**config.mk**
```make
export PLATFORM = sky130hd
export DESIGN_NAME = vcf_sample_noise_counter_flat
export DESIGN_NICKNAME = d
export VERILOG_FILES = /design/src/rtl/vsnc_pkg.sv /design/src/rtl/vsnc_if.sv /design/src/rtl/vcf_sample_noise_counter.sv /design/src/rtl/vsnc_scan.sv /design/src/flat_wrapper.sv
export SDC_FILE = /design/constraint.sdc
export NUM_CORES = 1
export LEC_CHECK = 0
export BUFFER_PORTS_ARGS = -buffer_cell sky130_fd_sc_hd__buf_2
export CAP_MARGIN = 10
export CORE_MARGIN = 4
export CORE_UTILIZATION = 50
export DETAILED_ROUTE_END_ITERATION = 10
export PLACE_DENSITY_LB_ADDON = 0.15
export SETUP_SLACK_MARGIN = 0.02
export SYNTH_ARGS = -nofsm -noshare
export SYNTH_HDL_FRONTEND = slang
export SYNTH_SLANG_ARGS = --single-unit
```
**constraint.sdc**
```tcl
create_clock -name clk -period 3.65 [get_ports clk]
set_input_delay 0 -clock clk [delete_from_list [all_inputs] [get_ports clk]]
set_output_delay 0 -clock clk [all_outputs]
set_load 0.01 [all_outputs]
```
**src/rtl/vsnc_pkg.sv**
```systemverilog
// Package for the sample noise counter: parse phases, character codes,
// and the structs passed between the scanner and the top level.
// No dependencies.
`timescale 1ns / 1ps
`default_nettype none

package vsnc_pkg;

  localparam int FieldWidth = 32;
  localparam int CountWidthDefault = 32;
  localparam int ColumnWidth = 4;
  localparam int LevelWidth = 2;

  localparam logic [ColumnWidth-1:0] SAMPLE_COLUMN = 4'd9;

  localparam logic CMD_SCAN = 1'b0;
  localparam logic CMD_CLEAR = 1'b1;

  localparam logic [7:0] CH_NUL = 8'h00;
  localparam logic [7:0] CH_NEWLINE = 8'h0A;
  localparam logic [7:0] CH_TAB = 8'h09;
  localparam logic [7:0] CH_DOT = 8'h2E;
  localparam logic [7:0] CH_COLON = 8'h3A;
  localparam logic [7:0] CH_COMMA = 8'h2C;
  localparam logic [7:0] CH_ZERO = 8'h30;
  localparam logic [7:0] CH_NINE = 8'h39;

  localparam logic [LevelWidth-1:0] LEVEL_MAX = 2'd2;

  typedef enum logic [2:0] {
    PH_OUTSIDE,
    PH_FIRST,
    PH_COLON,
    PH_COMMA,
    PH_DIGITS
  } phase_t;

  typedef struct packed {
    logic [ColumnWidth-1:0] column;
    phase_t                 phase;
    logic [LevelWidth-1:0]  level;
  } line_state_t;

  typedef struct packed {
    logic clear;
    logic total_inc;
    logic noise_inc;
    logic noise2_inc;
    logic line_end;
  } scan_event_t;

endpackage

`default_nettype wire

```
**src/rtl/vsnc_if.sv**
```systemverilog
// Valid/ready channel interfaces for the sample noise counter.
// Depends on vsnc_pkg for field widths.
`timescale 1ns / 1ps
`default_nettype none

interface vsnc_in_if;
  logic       valid;
  logic       ready;
  logic       command;
  logic [7:0] text_byte;

  modport source (output valid, output command, output text_byte, input ready);
  modport sink (input valid, input command, input text_byte, output ready);
endinterface

interface vsnc_out_if;
  logic                           valid;
  logic                           ready;
  logic [vsnc_pkg::FieldWidth-1:0] sample_total;
  logic [vsnc_pkg::FieldWidth-1:0] noise_count;
  logic [vsnc_pkg::FieldWidth-1:0] noise2_count;
  logic                           line_end;

  modport source (output valid, output sample_total, output noise_count,
                  output noise2_count, output line_end, input ready);
  modport sink (input valid, input sample_total, input noise_count,
                input noise2_count, input line_end, output ready);
endinterface

`default_nettype wire

```
**src/rtl/vcf_sample_noise_counter.sv**
```systemverilog
// A result beat becomes valid in the cycle after its input beat is accepted.
// Throughput: one input beat per cycle; the input is taken whenever the
// result register is empty or its beat is being taken in the same cycle.
// Reset (rst_n low, synchronous) clears the counters, the line parse state
// and the result register; no result is pending after reset.
// Depends on vsnc_pkg, vsnc_if and vsnc_scan.
`timescale 1ns / 1ps
`default_nettype none

module vcf_sample_noise_counter #(
  parameter int COUNT_WIDTH = vsnc_pkg::CountWidthDefault
) (
  input wire logic clk,
  input wire logic rst_n,
  vsnc_in_if.sink  in_ch,
  vsnc_out_if.source out_ch
);
  import vsnc_pkg::*;

  // Line parse state: column, phase and digit level.
  line_state_t state_r;
  line_state_t state_nxt;
  scan_event_t events;

  // Running counters, COUNT_WIDTH bits, wrapping.
  logic [COUNT_WIDTH-1:0] total_r;
  logic [COUNT_WIDTH-1:0] noise_r;
  logic [COUNT_WIDTH-1:0] noise2_r;
  logic [COUNT_WIDTH-1:0] total_nxt;
  logic [COUNT_WIDTH-1:0] noise_nxt;
  logic [COUNT_WIDTH-1:0] noise2_nxt;

  // Result register.
  logic out_valid_r;
  logic line_end_r;
  logic in_accept;

  // The result register is free when empty or when its beat leaves now,
  // so a stalled result never blocks the cycle that drains it.
  assign in_ch.ready = !out_valid_r || out_ch.ready;
  assign in_accept   = in_ch.valid && in_ch.ready;

  vsnc_scan u_scan (
    .command   (in_ch.command),
    .text_byte (in_ch.text_byte),
    .state_cur (state_r),
    .state_nxt (state_nxt),
    .events    (events)
  );

  // A clear command zeroes every counter; otherwise each counter moves by
  // at most one per byte.
  always_comb begin
    if (events.clear) begin
      total_nxt  = '0;
      noise_nxt  = '0;
      noise2_nxt = '0;
    end else begin
      total_nxt  = total_r + COUNT_WIDTH'(events.total_inc);
      noise_nxt  = noise_r + COUNT_WIDTH'(events.noise_inc);
      noise2_nxt = noise2_r + COUNT_WIDTH'(events.noise2_inc);
    end
  end

  always_ff @(posedge clk) begin
    if (!rst_n) begin
      state_r     <= '{column: '0, phase: PH_OUTSIDE, level: '0};
      total_r     <= '0;
      noise_r     <= '0;
      noise2_r    <= '0;
      out_valid_r <= 1'b0;
      line_end_r  <= 1'b0;
    end else begin
      if (in_accept) begin
        state_r     <= state_nxt;
        total_r     <= total_nxt;
        noise_r     <= noise_nxt;
        noise2_r    <= noise2_nxt;
        line_end_r  <= events.line_end;
        out_valid_r <= 1'b1;
      end else if (out_ch.ready) begin
        out_valid_r <= 1'b0;
      end
    end
  end

  // The counters themselves hold the result fields: they change only on
  // an accepted beat, which also reloads the result register.
  assign out_ch.valid        = out_valid_r;
  assign out_ch.sample_total = FieldWidth'(total_r);
  assign out_ch.noise_count  = FieldWidth'(noise_r);
  assign out_ch.noise2_count = FieldWidth'(noise2_r);
  assign out_ch.line_end     = line_end_r;

`ifndef SYNTHESIS
  a_clear_zeroes: assert property (@(posedge clk) disable iff (!rst_n)
    in_accept && in_ch.command == CMD_CLEAR |=>
      out_valid_r && total_r == '0 && noise_r == '0 && noise2_r == '0 && !line_end_r)
    else $error("clear beat did not zero the counters");

  a_sample_column: assert property (@(posedge clk) disable iff (!rst_n)
    state_r.phase != PH_OUTSIDE |-> state_r.column == SAMPLE_COLUMN)
    else $error("sample parse active before the sample columns");

  a_line_end_resets: assert property (@(posedge clk) disable iff (!rst_n)
    in_accept && in_ch.command == CMD_SCAN &&
      (in_ch.text_byte == CH_NUL || in_ch.text_byte == CH_NEWLINE) |=>
      state_r.column == '0 && state_r.phase == PH_OUTSIDE && line_end_r)
    else $error("line end did not reset the line state");

  a_ready_when_empty: assert property (@(posedge clk) disable iff (!rst_n)
    !out_valid_r |-> in_ch.ready)
    else $error("input stalled with an empty result register");

  a_counters_hold: assert property (@(posedge clk) disable iff (!rst_n)
    !in_accept |=> $stable(total_r) && $stable(noise_r) && $stable(noise2_r))
    else $error("counters moved without an accepted beat");
`endif

endmodule

`default_nettype wire

```
**src/rtl/vsnc_scan.sv**
```systemverilog
// Per-byte line scanner: next column, phase and digit level, plus the
// counter events one byte causes. Depends on vsnc_pkg.
`timescale 1ns / 1ps
`default_nettype none

module vsnc_scan (
  input  wire logic                  command,
  input  wire logic [7:0]            text_byte,
  input  wire vsnc_pkg::line_state_t state_cur,
  output vsnc_pkg::line_state_t      state_nxt,
  output vsnc_pkg::scan_event_t      events
);
  import vsnc_pkg::*;

  always_comb begin
    logic [ColumnWidth-1:0] col_sat;
    phase_t                 ph;
    logic [7:0]             digit;

    state_nxt = state_cur;
    events    = '0;
    col_sat   = state_cur.column;
    ph        = state_cur.phase;
    digit     = text_byte - CH_ZERO;

    if (command == CMD_CLEAR) begin
      state_nxt    = '{column: '0, phase: PH_OUTSIDE, level: '0};
      events.clear = 1'b1;
    end else if (text_byte == CH_NUL || text_byte == CH_NEWLINE) begin
      events.noise_inc = (state_cur.phase == PH_FIRST);
      events.line_end  = 1'b1;
      state_nxt        = '{column: '0, phase: PH_OUTSIDE, level: '0};
    end else if (text_byte == CH_TAB) begin
      events.noise_inc = (state_cur.phase == PH_FIRST);
      if (state_cur.column < SAMPLE_COLUMN) begin
        col_sat = state_cur.column + 1'b1;
      end
      state_nxt.column = col_sat;
      if (col_sat >= SAMPLE_COLUMN) begin
        events.total_inc = 1'b1;
        state_nxt.phase  = PH_FIRST;
        state_nxt.level  = '0;
      end else begin
        state_nxt.phase = PH_OUTSIDE;
      end
    end else begin
      // The first byte of a sample decides noise; a noise byte then falls through to
      // the colon search on the same byte.
      if (ph == PH_FIRST) begin
        if (text_byte == CH_DOT) begin
          ph = PH_OUTSIDE;
        end else begin
          events.noise_inc = 1'b1;
          ph = PH_COLON;
        end
      end
      state_nxt.phase = ph;
      case (ph)
        PH_COLON: begin
          if (text_byte == CH_COLON) begin
            state_nxt.phase = PH_COMMA;
          end
        end
        PH_COMMA: begin
          if (text_byte == CH_COLON) begin
            state_nxt.phase = PH_OUTSIDE;
          end else if (text_byte == CH_COMMA) begin
            state_nxt.phase = PH_DIGITS;
            state_nxt.level = '0;
          end
        end
        PH_DIGITS: begin
          if (text_byte >= CH_ZERO && text_byte <= CH_NINE) begin
            // The level is 0 or 1 here; any nonzero level times ten saturates.
            if (state_cur.level != '0 || digit >= 8'(LEVEL_MAX)) begin
              state_nxt.level   = LEVEL_MAX;
              state_nxt.phase   = PH_OUTSIDE;
              events.noise2_inc = 1'b1;
            end else begin
              state_nxt.level = LevelWidth'(digit);
            end
          end else begin
            state_nxt.phase = PH_OUTSIDE;
          end
        end
        default: begin
        end
      endcase
    end
  end

endmodule

`default_nettype wire
```
**src/flat_wrapper.sv**
```systemverilog
// flat-port wrapper written by rule: the top's interface ports become plain ports
module vcf_sample_noise_counter_flat import vsnc_pkg::*;
#(
  parameter int COUNT_WIDTH = vsnc_pkg::CountWidthDefault
)
  (clk, rst_n, in_ch_valid, in_ch_command, in_ch_text_byte, in_ch_ready, out_ch_valid, out_ch_sample_total, out_ch_noise_count, out_ch_noise2_count, out_ch_line_end, out_ch_ready);
  vsnc_in_if in_ch_i ();
  vsnc_out_if out_ch_i ();
  input wire logic clk;
  input wire logic rst_n;
  input wire logic [$bits(in_ch_i.valid)-1:0] in_ch_valid;
  input wire logic [$bits(in_ch_i.command)-1:0] in_ch_command;
  input wire logic [$bits(in_ch_i.text_byte)-1:0] in_ch_text_byte;
  output wire logic [$bits(in_ch_i.ready)-1:0] in_ch_ready;
  output wire logic [$bits(out_ch_i.valid)-1:0] out_ch_valid;
  output wire logic [$bits(out_ch_i.sample_total)-1:0] out_ch_sample_total;
  output wire logic [$bits(out_ch_i.noise_count)-1:0] out_ch_noise_count;
  output wire logic [$bits(out_ch_i.noise2_count)-1:0] out_ch_noise2_count;
  output wire logic [$bits(out_ch_i.line_end)-1:0] out_ch_line_end;
  input wire logic [$bits(out_ch_i.ready)-1:0] out_ch_ready;
  assign in_ch_i.valid = in_ch_valid;
  assign in_ch_i.command = in_ch_command;
  assign in_ch_i.text_byte = in_ch_text_byte;
  assign in_ch_ready = in_ch_i.ready;
  assign out_ch_valid = out_ch_i.valid;
  assign out_ch_sample_total = out_ch_i.sample_total;
  assign out_ch_noise_count = out_ch_i.noise_count;
  assign out_ch_noise2_count = out_ch_i.noise2_count;
  assign out_ch_line_end = out_ch_i.line_end;
  assign out_ch_i.ready = out_ch_ready;
  vcf_sample_noise_counter #(.COUNT_WIDTH(COUNT_WIDTH)) u_core (.clk(clk), .rst_n(rst_n), .in_ch(in_ch_i), .out_ch(out_ch_i));
endmodule
```
After elaboration in Yosys (flattened, before gate mapping)
Cells that the tools add are included.

word-level totals
  flip-flop bits (word level) = 107
  bits of input ports = 13
  output and inout port bits = 99
  word-level logic and storage cells = 89

cells by class
  add/sub/neg operators = 5
  $lt $le $gt $ge = 5
  equality and inequality tests = 13
  multiplexer cells = 45
  reductions and logical operators = 13

operators by type and width
  operator               number
  $add A32 B1 Y32        3
  $mux W32               3
  $eq A8 B6 Y1 const B   3
  $mux W3                8
  $mux W4                6
  $mux W9                2
  $mux W1                17
  $eq A8 B4 Y1 const B   2
  $ne A5 B5 Y1 const B   3
  $mux W2                5
  $mux W5                2
  $pmux W3 S3            1
  $ge A8 B2 Y1 const B   1
  $ge A8 B6 Y1 const B   1
  $le A8 B6 Y1 const B   1
  $logic_not A8 Y1       1
  $sub A8 B6 Y8 const B  1
  $eq A3 B2 Y1 const B   2
  $reduce_and A6 Y1      1
  $reduce_bool A5 Y1     1
  $add A4 B1 Y4 const B  1
  $ge A4 B4 Y1 const B   1
  $lt A4 B4 Y1 const B   1
  $ne A4 B3 Y1 const B   1
  9 further kinds        13

Depth between registers and ports, before layout
  depth in word-level cells = 13
  depth in mapped cells = 14
  mapped depth without buffers = 14

Modules after synthesis
From an unflattened synthesis, not the netlist that was laid out.

second synthesis, totals
  cells, all modules = 652
  area, all modules = 5390.2 µm²

by module, submodules not included
  module                    times used  cells each  area each (µm²)  seq. area each (µm²)
  vcf_sample_noise_counter  1           567         4823.4           2142.1
  vsnc_scan                 1           85          566.8            0.0

Worst setup path after synthesis
OpenSTA, ideal clock, no wires.

  path type = register -> register
  from = register u_core.state_r[5] (netlist name)
  to = register u_core.total_r[24] (netlist: u_core.out_ch.sample_total[24])
  library setup time = 0.128 ns
  arrival = 2.934 ns
  required time = 3.522 ns
  path slack = 0.589 ns
  stages on the path, launching flop included = 15
  path buffers = 0
  clock period less this slack = 3.061 ns
  cells stage by stage = dfxtp_1 inv_1 ha_1 a21boi_0 mux2i_1 nand2b_1 and3_2 ha_1 ha_1 nand3_1 nor3_2 nor4b_2 nand4_1 xor2_1 nor2_1

on the way
  word-level cells in the longest chain between the ends = 12
  elaborated cells between the ends (all ways) = 13
  those cells by class = 2 x add/sub; 2 x order compare; 9 x mux

ends and longest elaborated chain
  what                                                  RTL line                          text
  from (decl)                                           vcf_sample_noise_counter.sv:21    line_state_t state_r;
  from (signal assigned)                                vcf_sample_noise_counter.sv:67    state_r <= '{column: '0, phase: PH_OUTSIDE, level: '0};
  from (signal assigned)                                vcf_sample_noise_counter.sv:75    state_r <= state_nxt;
  $add A4 B1 Y4 / $lt A4 B4 Y1 (equally long branches)  vsnc_scan.sv:36, vsnc_scan.sv:35
  $mux W4 *                                             vsnc_scan.sv:35                   if (state_cur.column < SAMPLE_COLUMN) begin
  $mux W4 *                                             vsnc_scan.sv:33                   end else if (text_byte == CH_TAB) begin
  $mux W4 *                                             vsnc_scan.sv:29                   end else if (text_byte == CH_NUL || text_byte == CH_NEWLINE) begin
  $mux W4 *                                             vsnc_scan.sv:26                   if (command == CMD_CLEAR) begin
  $ge A4 B4 Y1 *                                        vsnc_scan.sv:39                   if (col_sat >= SAMPLE_COLUMN) begin
  $mux W1 *                                             vsnc_scan.sv:39
  $mux W1 *                                             vsnc_scan.sv:33
  $mux W1 *                                             vsnc_scan.sv:29
  $mux W4 *                                             vsnc_scan.sv:26
  $add A32 B1 Y32 *                                     vcf_sample_noise_counter.sv:59    total_nxt = total_r + COUNT_WIDTH'(events.total_inc);
  $mux W32 *                                            vcf_sample_noise_counter.sv:54    if (events.clear) begin
  to (signal assigned)                                  vcf_sample_noise_counter.sv:76    total_r <= total_nxt;
  to (decl)                                             vcf_sample_noise_counter.sv:26    logic [COUNT_WIDTH-1:0] total_r;

Mark *: on every way between the ends. The rest lies on a longest branch, timed or not. The select of a mux whose other input is x is not followed.
A chain may end at the register's enable or synchronous reset.

Worst setup path in the final report
  from = register u_core.state_r[5] (netlist name)
  to = register u_core.total_r[27] (netlist: u_core.out_ch.sample_total[27])

The elaborated chain is that of the path after synthesis.

==> key figures <==
Yosys
  • Mapped Area: 5166 sq um
  • Syn Inst Count: 590
  • Yosys reg bits: 107
  • Number of distinct library cells after synthesis: 64
  • Fraction of registers with async set or reset after synthesis: 0
  • Synth Net Count: 611
  • Count of warnings emitted by yosys: 0
  • Most frequent cells after synthesis: 107 x dfxtp_1, 104 x nor2_1, 69 x xor2_1
  • Number of synthesized flops with an enable pin: 0
  • Synth top area share: 0.4146
  • Post-synth top flop: dfxtp_1
  • Avg Cell Area, Syn: 8.756 sq um
  • Area leader, netlist: dfxtp_1
  • Register area share after synthesis: 0.4146
  • Top-count cell post-synth: dfxtp_1
  • Top post-synthesis cells by area: dfxtp_1 41%, xor2_1 12%, nor2_1 7.6%

Min path
  • Min-delay src: in_ch_valid
  • Sink of the worst hold path: u_core.out_ch.valid
  • Hold depth: 3
  • Hold WC Path Type: in -> reg

Global route
  • Largest net degree at the start of global routing: 54
  • Initial antenna violation count: 0
  • Vias in the first global route: 4,144
  • First-pass GRT wire length: 19.69 mm
  • GR Overflow Total: 0
  • GRT Total Usage: 0.2005

Clock network
  • Clock transition at path regs: 100 ps
  • TritonCTS clock tree: built
  • # resized after CTS: 0
  • CTS H-tree depth: 3
  • CTS max path bufs: 2
  • Root Driver: clkbuf_8
  • CTS Sinks: 107
  • Worst skew pair latency: 360 ps
  • Total CTS buffers: 9

Power and ir drop
  • Static Leak: 0.002587 uW
  • Maximum vdd ir drop: 0.0002357 V
  • Power Density: 323.8 nW/um^2

Route
  • First DRT Iteration DRCs: 223
  • ANT nets after route: 0
  • Total vias in the final route: 4,478
  • Drt total wl: 11.82 mm
  • Remaining DRCs: 0
  • Vias per cell: 5.331
  • DR WL/cell: 14.07 um
  • TritonRoute pass-1 iters: 6

Critical path
  • CP max FO: 6
  • Crit-path cells: inv_1 > ha_1 > a21boi_0 > mux2i_1 > nand2b_1 > and3_2 > ha_1 > nand2_1 > nor4_4 > nor4b_4 > buf_4 > and4_1 > xnor2_1 > nor2_1
  • Slowest Stage Delay on Critical Path: 410 ps
  • Startpoint Class: flop
  • Reg-to-reg slack, setup: 300 ps
  • Critical Path AT: 3590 ps
  • Req. time, crit path: 3890 ps
  • Slowest-stage cell, CP: dfxtp_1
  • RR Endpoint: u_core.out_ch.sample_total[27]
  • Kind of cell adding the most delay to the critical path: simple AND/OR/NAND/NOR gates
  • R2R depth: 14
  • CP dominant cell by count: ha_1
  • CP endpoint kind: flop
  • RR Startpoint: u_core.state_r[5]
  • Worst Path Class, Setup: reg -> reg
  • CP Buf/Inv Count: 2
  • CP Depth: 14

Final layout
  • Layout cells sized above 1: 0.2249
  • Nets@finish: 723
  • Filler cells: 920
  • Layout Utilization: 0.6121
  • Area grow syn2layout: 17.41%
  • N_diodes: 0

Timing
  • Slew Viols, Final: 0
  • Rel. slew slack: 0.5031
  • Slew at the pin closest to its max-slew limit: 738.5 ps
  • RSZ-0062 raised after global routing: false
  • Fin Setup TNS: 0 ps
  • Final Cycle Share: 0.9166
  • Clock skew: 12.57 ps
  • Fmax: 298.9 MHz
  • Final min period: 3346 ps
  • Worst hold margin: 43.85 ps
  • Final setup fails: 0
  • Final Hold Fails: 0

Floorplan
  • DIE HEIGHT: 109.7 um
  • Die area: 12,020 sq um
  • Die Width: 109.7 um
  • Placeable Area: 9910 sq um
  • Row cnt: 36
  • Starting Density: 0.5213
  • I/O Pins: 112

Placement
  • Gpl congestion: 0.8314
  • IO buf count: 111
  • Sum of net half-perimeters after detailed placement: 8.744 mm

Status
  • Outcome: complete, no violations

Job
  • MaxCap Viol Count: 0
-- cell usage in the layout, fill, tap and decap left out, types with 7 or more instances in the layout --
cell      instances
nand2_1          42
a21oi_1          20
xnor2_1          16
buf_2           111
inv_1             8
xor2_1           69
and3_1           21
buf_4             7
nand3_1          39
ha_1              8
nand4_1          25
nor2_1          104
or3_1             7
and4_1           14
o21ai_0          12
dfxtp_1         107
clkbuf_8         11
-- report_power, final --
group	switching, uW	internal (uW)	leakage [uW]
sequential	1.24	1170	0.000862
clock	415	294	0.0000976
combinational	63.1	22.4	0.00163
-- metal layers --
metal  track usage  routed length (um)
met3       0.03347                 455
met1        0.2702                5602
met4       0.04452                 127
met5             0                   0
met2        0.3378                5633
-- worst max-delay path by stage --
stage	start	endpoint	slack, ps
floorplan	u_core.state_r[5]	u_core.out_ch.sample_total[24]	590
global placement	u_core.state_r[5]	u_core.out_ch.sample_total[27]	460
detailed placement	u_core.state_r[5]	u_core.out_ch.sample_total[27]	320
CTS	u_core.state_r[5]	u_core.out_ch.sample_total[27]	290
global route	u_core.state_r[5]	u_core.out_ch.sample_total[26]	50
finish	u_core.state_r[5]	u_core.out_ch.sample_total[27]	300
-- kinds of logic (layout without fill, tap and decap cells) --
family / Yosys count / in the layout / synth area share
buffers and inverters: 28 / 145 / 0.02519
adders and majority gates: 8 / 8 / 0.01938
DFF: 107 / 107 / 0.4146
AOI/OAI and AO/OA: 49 / 49 / 0.05813
muxes: 2 / 2 / 0.003875
xor gates and xnor gates: 85 / 85 / 0.1441
and+or+nand+nor: 311 / 311 / 0.3347
-- tightest hold or removal path, cell delays in order --
cell and delay (ps):
buf_2 140, inv_2 130, a21oi_1 80
-- flip-flops by register name (all words and copies together) (netlist names) --
| register | flops |
|---|---|
| u_core.out_ch.noise_count | 32 |
| u_core.out_ch.line_end | 1 |
| u_core.out_ch.sample_total | 32 |
| u_core.state_r | 9 |
| u_core.out_ch.noise2_count | 32 |
| u_core.out_ch.valid | 1 |
-- area by class of cell --
cell class / count / area, sq um / area share
multi-input combinational: 455 / 2905 / 0.4790
clock buffer: 11 / 151.4 / 0.02496
inverter: 10 / 37.54 / 0.006188
sequential: 107 / 2142 / 0.3531
tap: 133 / 166.4 / 0.02743
timing repair buffer: 119 / 618.1 / 0.1019
clock inverter: 5 / 45.04 / 0.007426
-- what timing repair did --
action                                  CTS  global route
endpoints found under the setup margin    0             1
hold endpoints to repair                  2             0
buffers inserted                          0             1
hold buffers                              1             0
-- per-stage QoR --
step / setup WS (ps) / cell area, sq um / power, uW / cells
floorplan: 588.5 / 5166 / 1253 / 590
global placement: 462.1 / 5852 / 1279 / 822
detailed placement: 318.7 / 5852 / 1281 / 822
CTS: 285.6 / 6058 / 1981 / 839
global route: 46.41 / 6066 / 2031 / 840
finish: 304.2 / 6066 / 1964 / 840
No activity file was read; power rests on OpenSTA's default activity.
